===== src/hdl/xcpd_pkg.sv =====
// xcpd_pkg: shared types and codes for the xor checked packet deframer
// no dependencies; imported by xcpd_parser, xcpd_out_reg and the top level
package xcpd_pkg;

    // frame parse phases
    localparam logic [1:0] PH_WAIT = 2'd0;
    localparam logic [1:0] PH_HEAD = 2'd1;
    localparam logic [1:0] PH_BODY = 2'd2;

    // frame status codes
    localparam logic [1:0] ST_OK     = 2'd0;
    localparam logic [1:0] ST_SHORT  = 2'd1;
    localparam logic [1:0] ST_NOSOF  = 2'd2;
    localparam logic [1:0] ST_BADSUM = 2'd3;

    // item kinds
    localparam logic KIND_PAYLOAD = 1'b0;
    localparam logic KIND_STATUS  = 1'b1;

    // header byte positions
    localparam logic [2:0] POS_SOF    = 3'd0;
    localparam logic [2:0] POS_CMD    = 3'd1;
    localparam logic [2:0] POS_ADDR_H = 3'd2;
    localparam logic [2:0] POS_ADDR_L = 3'd3;
    localparam logic [2:0] POS_LEN_H  = 3'd4;
    localparam logic [2:0] POS_LEN_L  = 3'd5;

    localparam logic [7:0] START_BYTE_RESET = 8'hAA;

    // one result item
    typedef struct packed {
        logic        item_kind;
        logic [7:0]  payload_byte;
        logic [7:0]  command;
        logic [15:0] address;
        logic [15:0] length;
        logic [1:0]  status;
        logic        frame_last;
    } result_t;

endpackage


===== src/hdl/xcpd_parser.sv =====
// xcpd_parser: frame state and per-byte parse logic, at most one item per advance
// depends on xcpd_pkg
module xcpd_parser
    import xcpd_pkg::*;
(
    input  logic       aclk,
    input  logic       aresetn,
    input  logic       cfg_we,
    input  logic [7:0] cfg_wdata,
    input  logic       advance,
    input  logic [7:0] in_byte,
    input  logic       in_last,
    output logic       has_result,
    output result_t    result
);

    logic [7:0]  start_byte_reg;
    logic [1:0]  phase_reg, phase_next;
    logic [2:0]  pos_reg, pos_next;
    logic        bad_reg, bad_next;
    logic [7:0]  cmd_reg, cmd_next;
    logic [15:0] addr_reg, addr_next;
    logic [15:0] len_reg, len_next;
    logic [15:0] cnt_reg, cnt_next;
    logic [7:0]  sum_reg, sum_next;
    logic        done_reg, done_next;
    logic        emit_status;
    logic        emit_payload;
    logic        clear;
    logic [1:0]  st_code;

    // per-byte parse
    always_comb begin
        phase_next   = phase_reg;
        pos_next     = pos_reg;
        bad_next     = bad_reg;
        cmd_next     = cmd_reg;
        addr_next    = addr_reg;
        len_next     = len_reg;
        cnt_next     = cnt_reg;
        sum_next     = sum_reg;
        done_next    = done_reg;
        emit_status  = 1'b0;
        emit_payload = 1'b0;
        clear        = 1'b0;
        st_code      = ST_OK;
        if (done_reg) begin
            clear = in_last;
        end else if (phase_reg != PH_BODY) begin
            case (pos_reg)
                POS_SOF:    bad_next = (in_byte != start_byte_reg);
                POS_CMD:    cmd_next = in_byte;
                POS_ADDR_H: addr_next = {in_byte, addr_reg[7:0]};
                POS_ADDR_L: addr_next = {addr_reg[15:8], in_byte};
                POS_LEN_H:  len_next = {in_byte, len_reg[7:0]};
                default:    len_next = {len_reg[15:8], in_byte};
            endcase
            if (pos_reg != POS_SOF) begin
                sum_next = sum_reg ^ in_byte;
            end
            pos_next   = pos_reg + 3'd1;
            phase_next = (pos_reg >= POS_LEN_L) ? PH_BODY : PH_HEAD;
            if (in_last) begin
                emit_status = 1'b1;
                st_code     = ST_SHORT;
                clear       = 1'b1;
            end
        end else if (bad_reg) begin
            emit_status = 1'b1;
            st_code     = ST_NOSOF;
            clear       = in_last;
            done_next   = 1'b1;
        end else if (cnt_reg < len_reg) begin
            sum_next = sum_reg ^ in_byte;
            cnt_next = cnt_reg + 16'd1;
            if (in_last) begin
                emit_status = 1'b1;
                st_code     = ST_SHORT;
                clear       = 1'b1;
            end else begin
                emit_payload = 1'b1;
            end
        end else begin
            emit_status = 1'b1;
            st_code     = (in_byte == sum_reg) ? ST_OK : ST_BADSUM;
            clear       = in_last;
            done_next   = 1'b1;
        end
    end

    // result item, status fields taken after this byte's header update
    always_comb begin
        result     = '0;
        has_result = emit_status | emit_payload;
        if (emit_status) begin
            result.item_kind  = KIND_STATUS;
            result.command    = cmd_next;
            result.address    = addr_next;
            result.length     = len_next;
            result.status     = st_code;
            result.frame_last = 1'b1;
        end else begin
            result.item_kind    = KIND_PAYLOAD;
            result.payload_byte = in_byte;
        end
    end

    // start byte register
    always_ff @(posedge aclk) begin
        if (!aresetn) begin
            start_byte_reg <= START_BYTE_RESET;
        end else if (cfg_we) begin
            start_byte_reg <= cfg_wdata;
        end
    end

    // frame state, cleared at the end of each buffer
    always_ff @(posedge aclk) begin
        if (!aresetn || (advance && clear)) begin
            phase_reg <= PH_WAIT;
            pos_reg   <= POS_SOF;
            bad_reg   <= 1'b0;
            cmd_reg   <= '0;
            addr_reg  <= '0;
            len_reg   <= '0;
            cnt_reg   <= '0;
            sum_reg   <= '0;
            done_reg  <= 1'b0;
        end else if (advance) begin
            phase_reg <= phase_next;
            pos_reg   <= pos_next;
            bad_reg   <= bad_next;
            cmd_reg   <= cmd_next;
            addr_reg  <= addr_next;
            len_reg   <= len_next;
            cnt_reg   <= cnt_next;
            sum_reg   <= sum_next;
            done_reg  <= done_next;
        end
    end

endmodule


===== src/hdl/xcpd_out_reg.sv =====
// xcpd_out_reg: result register driving the master-side stream
// depends on xcpd_pkg
module xcpd_out_reg
    import xcpd_pkg::*;
(
    input  logic        aclk,
    input  logic        aresetn,
    input  logic        advance,
    input  logic        has_result,
    input  result_t     result,
    output logic        free,
    output logic        m_tvalid,
    input  logic        m_tready,
    output logic [55:0] m_tdata,
    output logic        m_tuser,
    output logic        m_tlast
);

    logic    valid_reg, valid_next;
    result_t data_reg;

    // slot can take a new item when empty or draining this cycle
    assign free = !valid_reg || m_tready;

    always_comb begin
        if (advance) begin
            valid_next = has_result;
        end else begin
            valid_next = valid_reg && !m_tready;
        end
    end

    always_ff @(posedge aclk) begin
        if (!aresetn) begin
            valid_reg <= 1'b0;
        end else begin
            valid_reg <= valid_next;
        end
    end

    // payload holds while stalled
    always_ff @(posedge aclk) begin
        if (advance && has_result) begin
            data_reg <= result;
        end
    end

    assign m_tvalid = valid_reg;
    assign m_tuser  = data_reg.item_kind;
    assign m_tlast  = data_reg.frame_last;
    assign m_tdata  = {6'b0, data_reg.status, data_reg.length, data_reg.address,
                       data_reg.command, data_reg.payload_byte};

endmodule


===== src/hdl/xor_checked_packet_deframer.sv =====
// xor_checked_packet_deframer: top level, input register, parser and result register
// depends on xcpd_pkg, xcpd_parser, xcpd_out_reg
//
// Usage:
//   s_ channel carries one buffer byte per item in s_tdata, s_tlast marks the
//   final byte of the buffer. A frame is start byte, command, address (2 bytes,
//   big-endian), length (2 bytes, big-endian), payload, XOR check byte.
//   m_ channel gives payload bytes (m_tuser 0) as they arrive, then one status
//   item (m_tuser 1, m_tlast 1) with command, address, length and status.
//   Bytes after a status give no item until the buffer ends.
//   cfg_we/cfg_wdata write the expected start byte, used at the next first byte.
// Path: an accepted item sits in the input register, is parsed and lands in
//   the result register, which drives m_.
// Throughput: one item per cycle unless stalled; the parse step is a compare,
//   an XOR and a 16-bit count update between the two registers.
// Reset: aresetn low clears both stages, the frame state and sets the start
//   byte to 0xAA.
// Stall: while m_tready is low the result holds; one more item waits in the
//   input register, then s_tready drops until the result is taken.
module xor_checked_packet_deframer
    import xcpd_pkg::*;
(
    input  logic        aclk,
    input  logic        aresetn,
    input  logic        cfg_we,
    input  logic [7:0]  cfg_wdata,
    input  logic        s_tvalid,
    output logic        s_tready,
    input  logic [7:0]  s_tdata,   // byte_value
    input  logic        s_tlast,   // buffer_end
    output logic        m_tvalid,
    input  logic        m_tready,
    output logic [55:0] m_tdata,   // payload_byte, command, address, length, status, zero pad
    output logic        m_tuser,   // item_kind
    output logic        m_tlast    // frame_last
);

    logic       in_valid_reg;
    logic [7:0] in_byte_reg;
    logic       in_last_reg;
    logic       advance;
    logic       out_free;
    logic       has_result;
    result_t    result;

    // input stage moves into the parser when the result slot is free
    assign advance  = in_valid_reg && out_free;
    assign s_tready = !in_valid_reg || advance;

    // input register
    always_ff @(posedge aclk) begin
        if (!aresetn) begin
            in_valid_reg <= 1'b0;
        end else if (s_tready) begin
            in_valid_reg <= s_tvalid;
        end
    end

    always_ff @(posedge aclk) begin
        if (s_tready && s_tvalid) begin
            in_byte_reg <= s_tdata;
            in_last_reg <= s_tlast;
        end
    end

    xcpd_parser u_parser (
        .aclk       (aclk),
        .aresetn    (aresetn),
        .cfg_we     (cfg_we),
        .cfg_wdata  (cfg_wdata),
        .advance    (advance),
        .in_byte    (in_byte_reg),
        .in_last    (in_last_reg),
        .has_result (has_result),
        .result     (result)
    );

    xcpd_out_reg u_out (
        .aclk       (aclk),
        .aresetn    (aresetn),
        .advance    (advance),
        .has_result (has_result),
        .result     (result),
        .free       (out_free),
        .m_tvalid   (m_tvalid),
        .m_tready   (m_tready),
        .m_tdata    (m_tdata),
        .m_tuser    (m_tuser),
        .m_tlast    (m_tlast)
    );

endmodule

===== config.mk =====
export PLATFORM = sky130hd
export DESIGN_NAME = xor_checked_packet_deframer
export DESIGN_NICKNAME = d
export VERILOG_FILES = /design/src/hdl/xcpd_pkg.sv /design/src/hdl/xcpd_parser.sv /design/src/hdl/xcpd_out_reg.sv /design/src/hdl/xor_checked_packet_deframer.sv
export SDC_FILE = /design/constraint.sdc
export NUM_CORES = 1
export LEC_CHECK = 0
export BUFFER_PORTS_ARGS = -buffer_cell sky130_fd_sc_hd__buf_4
export CORE_MARGIN = 4
export CORE_UTILIZATION = 55
export DETAILED_ROUTE_END_ITERATION = 6
export PLACE_DENSITY = 0.78
export SLEW_MARGIN = 20
export SYNTH_ARGS = -nofsm -noshare
export SYNTH_HDL_FRONTEND = slang
export SYNTH_SLANG_ARGS = --single-unit
export TNS_END_PERCENT = 1

===== constraint.sdc =====
create_clock -name aclk -period 5.25 [get_ports aclk]
set_input_delay 0.2625 -clock aclk [delete_from_list [all_inputs] [get_ports aclk]]
set_output_delay 0.2625 -clock aclk [all_outputs]
set_load 0.01 [all_outputs]

# Word level (Yosys, flattened, before mapping)
# Index checks and enable logic that the tools add are counted.
[totals] ff_bits=142 word_cells=101 in_bits=22 out_inout_bits=60
[classes] mux=40 addsub=2 reduce_logical=21 eq_ne=9 bitwise_logic=6 n_lt_le_gt_ge=2
[ops] cell="16-bit 2-to-1 mux" count=4
[ops] cell="16-bit case mux with 2 select lines" count=2
[ops] cell="8-bit 2-to-1 mux" count=7
[ops] cell="1-bit 2-to-1 mux" count=22
[ops] cell="16-bit by 1-bit adder with 16-bit output (second input constant)" count=1
[ops] cell="16-bit < comparator" count=1
[ops] cell="2-bit 2-to-1 mux" count=5
[ops] cell="5-bit AND reduction" count=2
[ops] cell="8-bit == test" count=1
[ops] cell="8-bit inequality test" count=1
[ops] cell="8-bit XOR" count=1
[ops] cell="3-bit by 2-bit == test with 1-bit output (second input constant)" count=2
[ops] cell="2-bit inequality test (second input constant)" count=3
[ops] cell="1-bit logical AND" count=5
[ops] cell="1-bit zero test" count=4
[ops] cell="1-bit inverter" count=4
[ops] cell="4-bit AND reduction" count=1
[ops] cell="4-bit OR reduction" count=1
[ops] cell="3-bit by 1-bit adder with 3-bit output (second input constant)" count=1
[ops] cell="3-bit by 1-bit == test with 1-bit output (second input constant)" count=1
[ops] cell="3-bit == test (second input constant)" count=1
[ops] cell="3-bit >= comparator (second input constant)" count=1
[ops] cell="3-bit zero test" count=1
[ops] cell="1-bit logical OR" count=3
[ops] cell="other kinds (5)" count=5

# Depth between registers and ports, before layout
# Gate-level depths: netlist of the first run.
[depth] ltp_word=7 depth_mapped=10 ltp_nobuf=8

# Hierarchy
# Synthesis of the first run repeated with hierarchy kept, for this count alone.
[unflattened] cells_unflattened=644 hier_area_um2=6553.8
[modules_own_cells] mod="xcpd_parser" seq_area_each_um2=1581.5 cells_each=565 instances=1 area_per_inst_um2=4558.1
[modules_own_cells] mod="xcpd_out_reg" seq_area_each_um2=1581.5 cells_each=64 instances=1 area_per_inst_um2=1660.3
[modules_own_cells] mod="xor_checked_packet_deframer" seq_area_each_um2=290.3 cells_each=15 instances=1 area_per_inst_um2=335.3

# Worst setup path before layout of the first run
# Ideal clock, no wire load.
[synth_path] kind="register -> register" startpoint="register u_parser.phase_reg[1]" endpoint="register u_out.data_reg (netlist bit u_out.m_tdata[0]) (enable)" setup_slack_ns=0.537 period_less_slack_ns=4.713 path_stages_with_launch=4 required_time_ns=4.725 path_buffers=0 t_arrival_ns=4.188 setup_ns=0.525 cell_sequence="dfxtp_1 > nor2b_1 > nor2_1 > nor3_1"
[synth_via] elab_chain_cells=5 word_cells_on_any_way=7 cone_classes="1 x eq/ne; 4 x mux; 1 x bitwise; 1 x reduce/logical"
[synth_rtl] item="start, declared" line_no="xcpd_parser.sv:18" source="logic [1:0] phase_reg, phase_next;"
[synth_rtl] item="start signal, assigned" line_no="xcpd_parser.sv:130" source="phase_reg <= phase_next;"
[synth_rtl] item="2-bit inequality test *" line_no="xcpd_parser.sv:49" source="end else if (phase_reg != PH_BODY) begin"
[synth_rtl] item="1-bit 2-to-1 mux" line_no="xcpd_parser.sv:49"
[synth_rtl] item="1-bit 2-to-1 mux" line_no="xcpd_parser.sv:47" source="if (done_reg) begin"
[synth_rtl] item="1-bit OR *" line_no="xcpd_parser.sv:94" source="has_result = emit_status | emit_payload;"
[synth_rtl] item="1-bit logical AND *" line_no="xcpd_out_reg.sv:43" source="if (advance && has_result) begin"
[synth_rtl] item="end signal, assigned" line_no="xcpd_out_reg.sv:44" source="data_reg <= result;"
[synth_rtl] item="end, declared" line_no="xcpd_out_reg.sv:20" source="result_t data_reg;"
# Every way passes the cells marked *; elsewhere a longest branch is shown, timed or not.
# A chain may end at the register's enable or synchronous reset.

# Worst setup path in the final report of the first run
[layout_path] startpoint="register u_parser.len_reg[13]" endpoint="register u_out.data_reg (netlist bit u_out.m_tdata[12]) (data pin)"
[layout_via] elab_chain_cells=5
[layout_rtl] item="start, declared" line_no="xcpd_parser.sv:23" source="logic [15:0] len_reg, len_next;"
[layout_rtl] item="start signal, assigned" line_no="xcpd_parser.sv:135" source="len_reg <= len_next;"
[layout_rtl] item="16-bit < comparator" line_no="xcpd_parser.sv:73" source="end else if (cnt_reg < len_reg) begin"
[layout_rtl] item="1-bit 2-to-1 mux" line_no="xcpd_parser.sv:73"
[layout_rtl] item="1-bit 2-to-1 mux" line_no="xcpd_parser.sv:68" source="end else if (bad_reg) begin"
[layout_rtl] item="1-bit 2-to-1 mux" line_no="xcpd_parser.sv:49"
[layout_rtl] item="1-bit 2-to-1 mux" line_no="xcpd_parser.sv:47"
# Every way passes these cells.

==> results of run 1 <==
-- synth_stat cells (all sizes together) (3+ instances only) --
cell	instances	share of area, %
xnor2	9	1.2
mux2i	24	3.7
nor2b	7	0.67
edfxtp	60	28
nor3b	3	0.60
ha	21	4.0
or4	21	2.4
and3	3	0.29
nor3	8	0.61
or3	3	0.29
a21oi	36	2.8
nand4	11	1.2
inv	31	1.8
dfxtp	81	25
nor2	97	5.6
o211ai	12	1.5
buf	15	1.5
a22oi	48	5.5
o21ai	4	0.31
nand2b	7	0.90
o31ai	9	1.0
nor4	3	0.38
xor2	9	1.2
clkbuf	31	1.8
nand3	16	1.2
and2	15	1.4
nand2	45	2.6
-- cell type report --
type                       instances  share of cell area [%]
multi-input combinational        436                    36.6
sequential                       141                    44.7
clock buffer                      19                    5.65
clock inverter                    13                    1.52
timing repair buffer              78                    7.65
tap                              143                    2.34
inverter                          31                    1.52
-- how the worst min path moves through the flow --
stage / slack [ps] / end / start / cells past startpoint
3_5_place_dp: 440 / in_byte_reg[3]$_DFFE_PP_ / s_tdata[3] / 1
3_3_place_gp: 440 / in_byte_reg[2]$_DFFE_PP_ / s_tdata[2] / 1
4_1_cts: 8 / in_byte_reg[4]$_DFFE_PP_ / s_tdata[4] / 1
2_1_floorplan: 360 / in_byte_reg[0]$_DFFE_PP_ / s_tdata[0] / 0
6_report: 20 / in_byte_reg[4]$_DFFE_PP_ / s_tdata[4] / 1
5_1_grt: 3 / in_byte_reg[5]$_DFFE_PP_ / s_tdata[5] / 1
-- kinds of logic after synthesis --
kind of cell    Yosys count  share of synthesized area, %
xor+xnor                 18                          2.42
buf+inv                  77                          5.05
fa+ha+maj                21                          4.03
compound gates          122                          13.2
mux                      24                          3.69
simple gates            245                          19.1
flops                   141                          52.5
other cells               1                        0.0576
-- metal layers --
layer | track usage [%] | vias up | part of all wire [%]
met5 | 0 | - | 0
met4 | 9.63 | 0 | 2.3
met3 | 5.30 | 28 | 6.7
met2 | 36.6 | 189 | 49
met1 | 29.8 | 2436 | 42
li1 | - | 2430 | -
-- critical path, delay by kind of cell (launching register included) --
kind	cells	cell delay, ps
AO/OA/AOI/OAI	4	990
adder cells (fa/ha/maj)	1	290
flip-flops	1	360
AND/OR/NAND/NOR	2	500
buffers and inverters	2	470
-- where the power goes --
group | total [mW] | leakage [nW] | internal, mW | switching, mW
Combinational | 0.166 | 1.47 | 0.0651 | 0.100
Sequential | 1.20 | 1.26 | 1.17 | 0.0330
Clock | 1.12 | 0.266 | 0.652 | 0.464
Total | 2.48 | 2.99 | 1.88 | 0.597
-- stage by stage --
stage	power (mW)	cells	cell area (um^2)	utilization, %	hold WS (ps)
global placement	1.38	829	7100	61.7	441
global route	2.57	861	7660	66.5	3.13
finish	2.48	861	7660	66.5	15.5
detailed placement	1.39	829	7100	61.7	442
CTS	2.49	861	7650	66.4	7.54
floorplan	1.33	654	6530	-	361
==> key figures, run 1 <==
Outcome
  – Status: finished clean

Drt
  – Avg Vias per Cell: 5.90
  – Final ANT Viol Nets: 0
  – Final wirelength: 14,900 um
  – DRC: 0
  – Via Count: 5,083
  – DRT Pass-1 Iters: 5
  – First DRT Iteration DRCs: 402
  – Routed len/inst: 17.3 um

CTS
  – Root Driver: clkbuf_16
  – Post-cts sizing count: 0
  – CTS tree: built
  – # hold bufs at CTS: 0
  – H-tree Lvls: 4
  – Clock Tree Buf Depth: 2
  – CTS buffer count: 17
  – Later-pin clock latency in the skew report: 420 ps
  – Clock Sinks: approximately 140
  – Post CTS Setup Buffer Count: 0
  – Clk pin slew, worst setup/hold paths: 60 ps

Critical path
  – Reg2reg path depth: 9
  – Critical Setup Path Class: reg2reg
  – Crit path to: u_out.m_tdata[12]$_SDFFCE_PN0P_
  – Worst EP required: 5410 ps
  – Worst R2R Start: u_parser.len_reg[13]$_SDFFE_PP0P_
  – Critical Path End Type: flip-flop
  – Crit-path max FO: 47
  – WP data arrival: about 3100 ps
  – Worst setup startpoint: u_parser.len_reg[13]$_SDFFE_PP0P_
  – Slowest cell delay on critical path: 420 ps
  – Crit start category: flip-flop
  – R2r endpoint: u_out.m_tdata[12]$_SDFFCE_PN0P_
  – Setup slack, reg-to-reg: 2340 ps
  – Worst-path cell with the longest stage delay: buf_4
  – Worst path cell trace: inv_1, ha_1, a211o_1, o211ai_2, nor3b_4, a41oi_4, o21bai_2, buf_4, nor2_1

Final layout
  – Layout cells sized above 1: 17.0%
  – Most common cell after layout, fill and taps aside: nor2_1
  – # fillers: 878
  – # nets final: 748
  – Number of flip-flops in the largest register: 50
  – Area occupied by multi-input gates: 2800 um^2
  – Most frequent cells in the layout: nor2_1 (97), dfxtp_1 (81), buf_4 (78)
  – Area grow syn2layout: 17.5%
  – # diodes: 0
  – Register Area: 3420 um^2

Yosys
  – Register bit count reported by yosys: 141
  – Synth Warn #: 0
  – Sequential share of the synthesized area: between 50 and 60%
  – Number of flops mapped to enable cells by yosys: 60
  – Synth Flop Type: dfxtp_1
  – Syn Area/Cell: 10.0 um^2
  – Synthesized netlist cell count: ~650
  – Post-synth cell types: between 50 and 60
  – Mapped Area: roughly 6500 um^2
  – Ys async rst share: 0%

STA
  – Setup WS post-layout: roughly 2300 ps
  – Max Slew Vio Count: 0
  – RSZ-0062 raised after global routing: no
  – Final setup viols: 0
  – Max-slew headroom: a little over a quarter
  – Final hold vios: 0
  – Tcrit/Tclk final: 55.5%
  – Worst Tran Pin Value: around 1100 ps
  – Total negative slack: 0 ps
  – Fmax: 343 MHz
  – Layout Skew: 8.26 ps
  – Final Critical Period: between 2000 and 3000 ps

Global route
  – Tot GR Track Use: 22.8%
  – First-pass GRT wire length: 24,000 um
  – Vias in the first global route: 4,823
  – Total grt overflow: 0
  – Pin count of the biggest net entering global routing: just over 70
  – Initial antenna violation count: 0

Pwr
  – Max VDD drop: 0.178 mV
  – P per Cell Area: approximately 320 nW/um^2
  – Leakage power: roughly 3.0 nW

Placed design
  – DP HPWL: roughly 10000 um
  – GPL Wtd Cong: 0.857
  – Port bufs: 75
  – Pre-CTS WS: between 2000 and 2500 ps

Die
  – # rows: 39
  – Core Area: 11,500 um^2
  – Die area: about 14,000 um^2
  – Overall die width: 117 um
  – Die Height: 117 um
  – Io pins: a little over 80
  – Initial Utilization: a little under three fifths

Job
  – MaxCap Viol Count: 0

Worst hold path
  – Hold Path Class: in2reg
No activity file was read; power rests on OpenSTA's default activity.
==> inputs of run 2 (changes only) <==
--- a/config.mk
+++ b/config.mk
@@ -5,6 +5,7 @@
 export SDC_FILE = /design/constraint.sdc
 export NUM_CORES = 1
 export LEC_CHECK = 0
+export ABC_AREA = 1
 export BUFFER_PORTS_ARGS = -buffer_cell sky130_fd_sc_hd__buf_4
 export CORE_MARGIN = 4
 export CORE_UTILIZATION = 55
==> constraint.sdc (replaced) <==
create_clock -name aclk -period 2.9 [get_ports aclk]
set_input_delay 0.145 -clock aclk [delete_from_list [all_inputs] [get_ports aclk]]
set_output_delay 0.145 -clock aclk [all_outputs]
set_load 0.01 [all_outputs]
==> key figures, run 2 <==
Worst hold path
  – Hold endpoint: in_valid_reg$_SDFFE_PN0N_
  – Hold_sp: aresetn
  – Hold path depth: 3 (+2)
  – Hold Path Class: in2reg

Placed design
  – Dpl cells: 1,007 (+21%)
  – DP HPWL: 9650 um (-2.7%)
  – Placed cell areas: 7540 um^2 (+6.1%)
  – GPL Wtd Cong: 0.900 (+4.9%)
  – Pre-CTS WS: 497 ps (-1910 ps)
  – Port bufs: 75 (unchanged)

STA
  – RSZ-0062 raised after global routing: no
  – Hold slack: 42.7 ps (+27.2 ps)
  – Max Slew Vio Count: 0 (unchanged)
  – Final Critical Period: 2440 ps (-477 ps)
  – Total negative slack: 0 ps (unchanged)
  – Fmax: 410 MHz (+20%)
  – Final hold vios: 0 (unchanged)
  – Final setup viols: 0 (unchanged)
  – Tcrit/Tclk final: 84.0% (+29 points)
  – Setup WS post-layout: 463 ps (-1870 ps)
  – Max-slew headroom: 61.4% (+35 points)
  – Layout Skew: 5.00 ps (-3.26 ps)
  – Worst Tran Pin Value: 579 ps (-519 ps)

Final layout
  – Most frequent cells in the layout: inv_1 (153), nand2_1 (88), dfxtp_1 (81)
  – Final design area excluding fillers: 8460 um^2 (+11%)
  – # nets final: 927 (+24%)
  – Fin util: 69.9% (+3.4 points)
  – Area grow syn2layout: 23.4%
  – # diodes: 0 (unchanged)
  – Final Instance Count excl. Fillers: 1,065 (+24%)
  – Layout cells sized above 1: 19.0% (+2.0 points)
  – Number of flip-flops in the largest register: 50 (unchanged)
  – Most common cell after layout, fill and taps aside: inv_1

Outcome
  – Status: finished clean

Global route
  – Tot GR Track Use: 21.9% (-0.87 points)
  – Total grt overflow: 0 (unchanged)
  – First-pass GRT wire length: 24,800 um (+3.6%)
  – Vias in the first global route: 5,207 (+8.0%)
  – Initial antenna violation count: 0 (unchanged)
  – Pin count of the biggest net entering global routing: 43 (-40%)

Drt
  – Routed len/inst: 14.2 um (-18%)
  – DRT Pass-1 Iters: 5 (unchanged)
  – First DRT Iteration DRCs: 448 (+11%)
  – Final ANT Viol Nets: 0 (unchanged)
  – DRC: 0 (unchanged)
  – Final wirelength: 15,200 um (+1.9%)
  – Avg Vias per Cell: 5.13 (-13%)
  – Via Count: 5,459 (+7.4%)

Yosys
  – Post-synth cell types: 40 (-25%)
  – Sequential share of the synthesized area: 49.9% (-2.6 points)
  – Synth top cells by count: inv_1 (153), nand2_1 (88), dfxtp_1 (81), edfxtp_1 (60), a21oi_1 (59)
  – Cell with the most instances after synthesis: inv_1
  – Largest family of logic cells by synthesized area: simple AND/OR/NAND/NOR gates
  – Ranking of synthesized cells by area: edfxtp_1 (26%), dfxtp_1 (24%), inv_1 (8.4%), nand2_1 (4.8%), a21oi_1 (4.3%)
  – Xor/xnor share of the synthesized area: 3.06% (+0.64 points)
  – Synth Warn #: 0 (unchanged)
  – Mapped Area: 6860 um^2 (+5.3%)
  – Synth Area in Simple Gates: 18.1% (-0.96 points)
  – Synthesized netlist cell count: 784 (+21%)
  – Synth Flop Type: dfxtp_1
  – Number of flops mapped to enable cells by yosys: 60 (unchanged)
  – Ys async rst share: 0% (unchanged)
  – Synth top area share: 26.3% (-1.4 points)
  – Yosys top cell by area: edfxtp_1
  – Adder-cell share of the synthesized area: 3.83% (-0.20 points)
  – Register bit count reported by yosys: 141 (unchanged)
  – Synth Area in Compound Gates: 13.4% (+0.22 points)
  – Mux share of post-synthesis cell area: 0% (-3.7 points)
  – Syn Area/Cell: 8.75 um^2 (-13%)

Critical path
  – Slowest cell delay on critical path: 330 ps (-90 ps)
  – Worst path cell trace: inv_1, ha_1, a21oi_1, nor2_1, nor3_1, nand2_1, nand2_2, nand3_4, nand2_4, a21oi_4, inv_4, buf_12, nor2_2
  – R2r endpoint: u_out.m_tdata[34]$_SDFFCE_PN0P_
  – Worst EP required: 3070 ps (-2340 ps)
  – Reg2reg path depth: 13 (+4)
  – Worst-path cell with the longest stage delay: dfxtp_1
  – Crit start category: flip-flop
  – WP data arrival: 2610 ps (-460 ps)
  – Critical Setup Path Class: reg2reg
  – Worst R2R Start: u_parser.len_reg[5]$_SDFFE_PP0P_
  – Worst setup startpoint: u_parser.len_reg[5]$_SDFFE_PP0P_
  – Crit-path max FO: 39 (-17%)
  – Critical Path End Type: flip-flop
  – Setup slack, reg-to-reg: 460 ps (-1870 ps)

CTS
  – # hold bufs at CTS: 26 (+26)
  – Later-pin clock latency in the skew report: 430 ps (about the same)
  – CTS tree: built
  – Post-cts sizing count: 0 (unchanged)
  – Root Driver: clkbuf_16
  – Clock Tree Buf Depth: 2 (unchanged)
  – H-tree Lvls: 4 (unchanged)
  – Post CTS Setup Buffer Count: 0 (unchanged)
  – CTS buffer count: 17 (unchanged)
  – Clock Sinks: 141 (unchanged)
  – Clk pin slew, worst setup/hold paths: 60 ps (about the same)

Pwr
  – Max VDD drop: 0.523 mV (+190%)
  – Leakage power: 3.66 nW (+23%)
  – Final total power: 5.26 mW (+110%)
  – P per Cell Area: 621 nW/um^2 (+92%)

Die
  – Initial Utilization: 56.6% (+0.059 points)
  – # rows: 40 (+2.6%)
  – Io pins: 82 (unchanged)
  – Core Area: 12,100 um^2 (+5.2%)
  – Overall die width: 120 um (+2.4%)
  – Die Height: 120 um (+2.4%)
  – Die area: 14,300 um^2 (+4.9%)

Job
  – MaxCap Viol Count: 0 (unchanged)
[run 2: cells by family after synthesis]
family	Yosys count
AO/OA/AOI/OAI	164
other	1
AND/OR/NAND/NOR	241
XOR/XNOR	24
flip-flops	141
adder cells (fa/ha/maj)	21
buffers and inverters	192
[run 2: how the worst max path moves through the flow]
stage / end / slack (ps) / cells past startpoint
after floorplan: u_out.m_tdata[0]$_SDFFCE_PP0P_ / 350 / 4
after global placement: u_out.m_tdata[35]$_SDFFCE_PN0P_ / 550 / 12
after global routing: u_out.m_tdata[40]$_SDFFCE_PN0P_ / 320 / 13
final: u_out.m_tdata[34]$_SDFFCE_PN0P_ / 460 / 13
after CTS: u_out.m_tdata[34]$_SDFFCE_PN0P_ / 480 / 13
after detailed placement: u_out.m_tdata[34]$_SDFFCE_PN0P_ / 500 / 12
[run 2: layout make-up]
cell class              instances  area, um^2
well taps                     168         210
inverters                     160         603
repair buffers                108         901
flip-flops and latches        141        3420
clock buffers                  20         447
fillers                       952        3650
clock inverters                12         216
multi-input cells             456        2660
[run 2: critical path, delay by kind of cell, from the launching register on]
kind,cells,cell delay [ps]
buffers and inverters,3,500
adders and majority gates,1,290
and+or+nand+nor,7,750
AOI/OAI and AO/OA,2,270
DFF,1,330
[run 2: layer usage]
metal | GRT usage (%) | vias to the layer above | share of wire (%)
met1 | 26.8 | 2529 | 43
met2 | 36.5 | 162 | 48
met4 | 10.8 | 0 | 3.2
li1 | - | 2733 | -
met5 | 0 | - | 0
met3 | 5.09 | 35 | 5.8
[run 2: power breakdown]
group          total (mW)  internal [mW]  switching (mW)
combinational       0.595          0.225           0.370
sequential           2.22           2.17          0.0483
clock                2.45           1.63           0.817
total                5.26           4.02            1.24
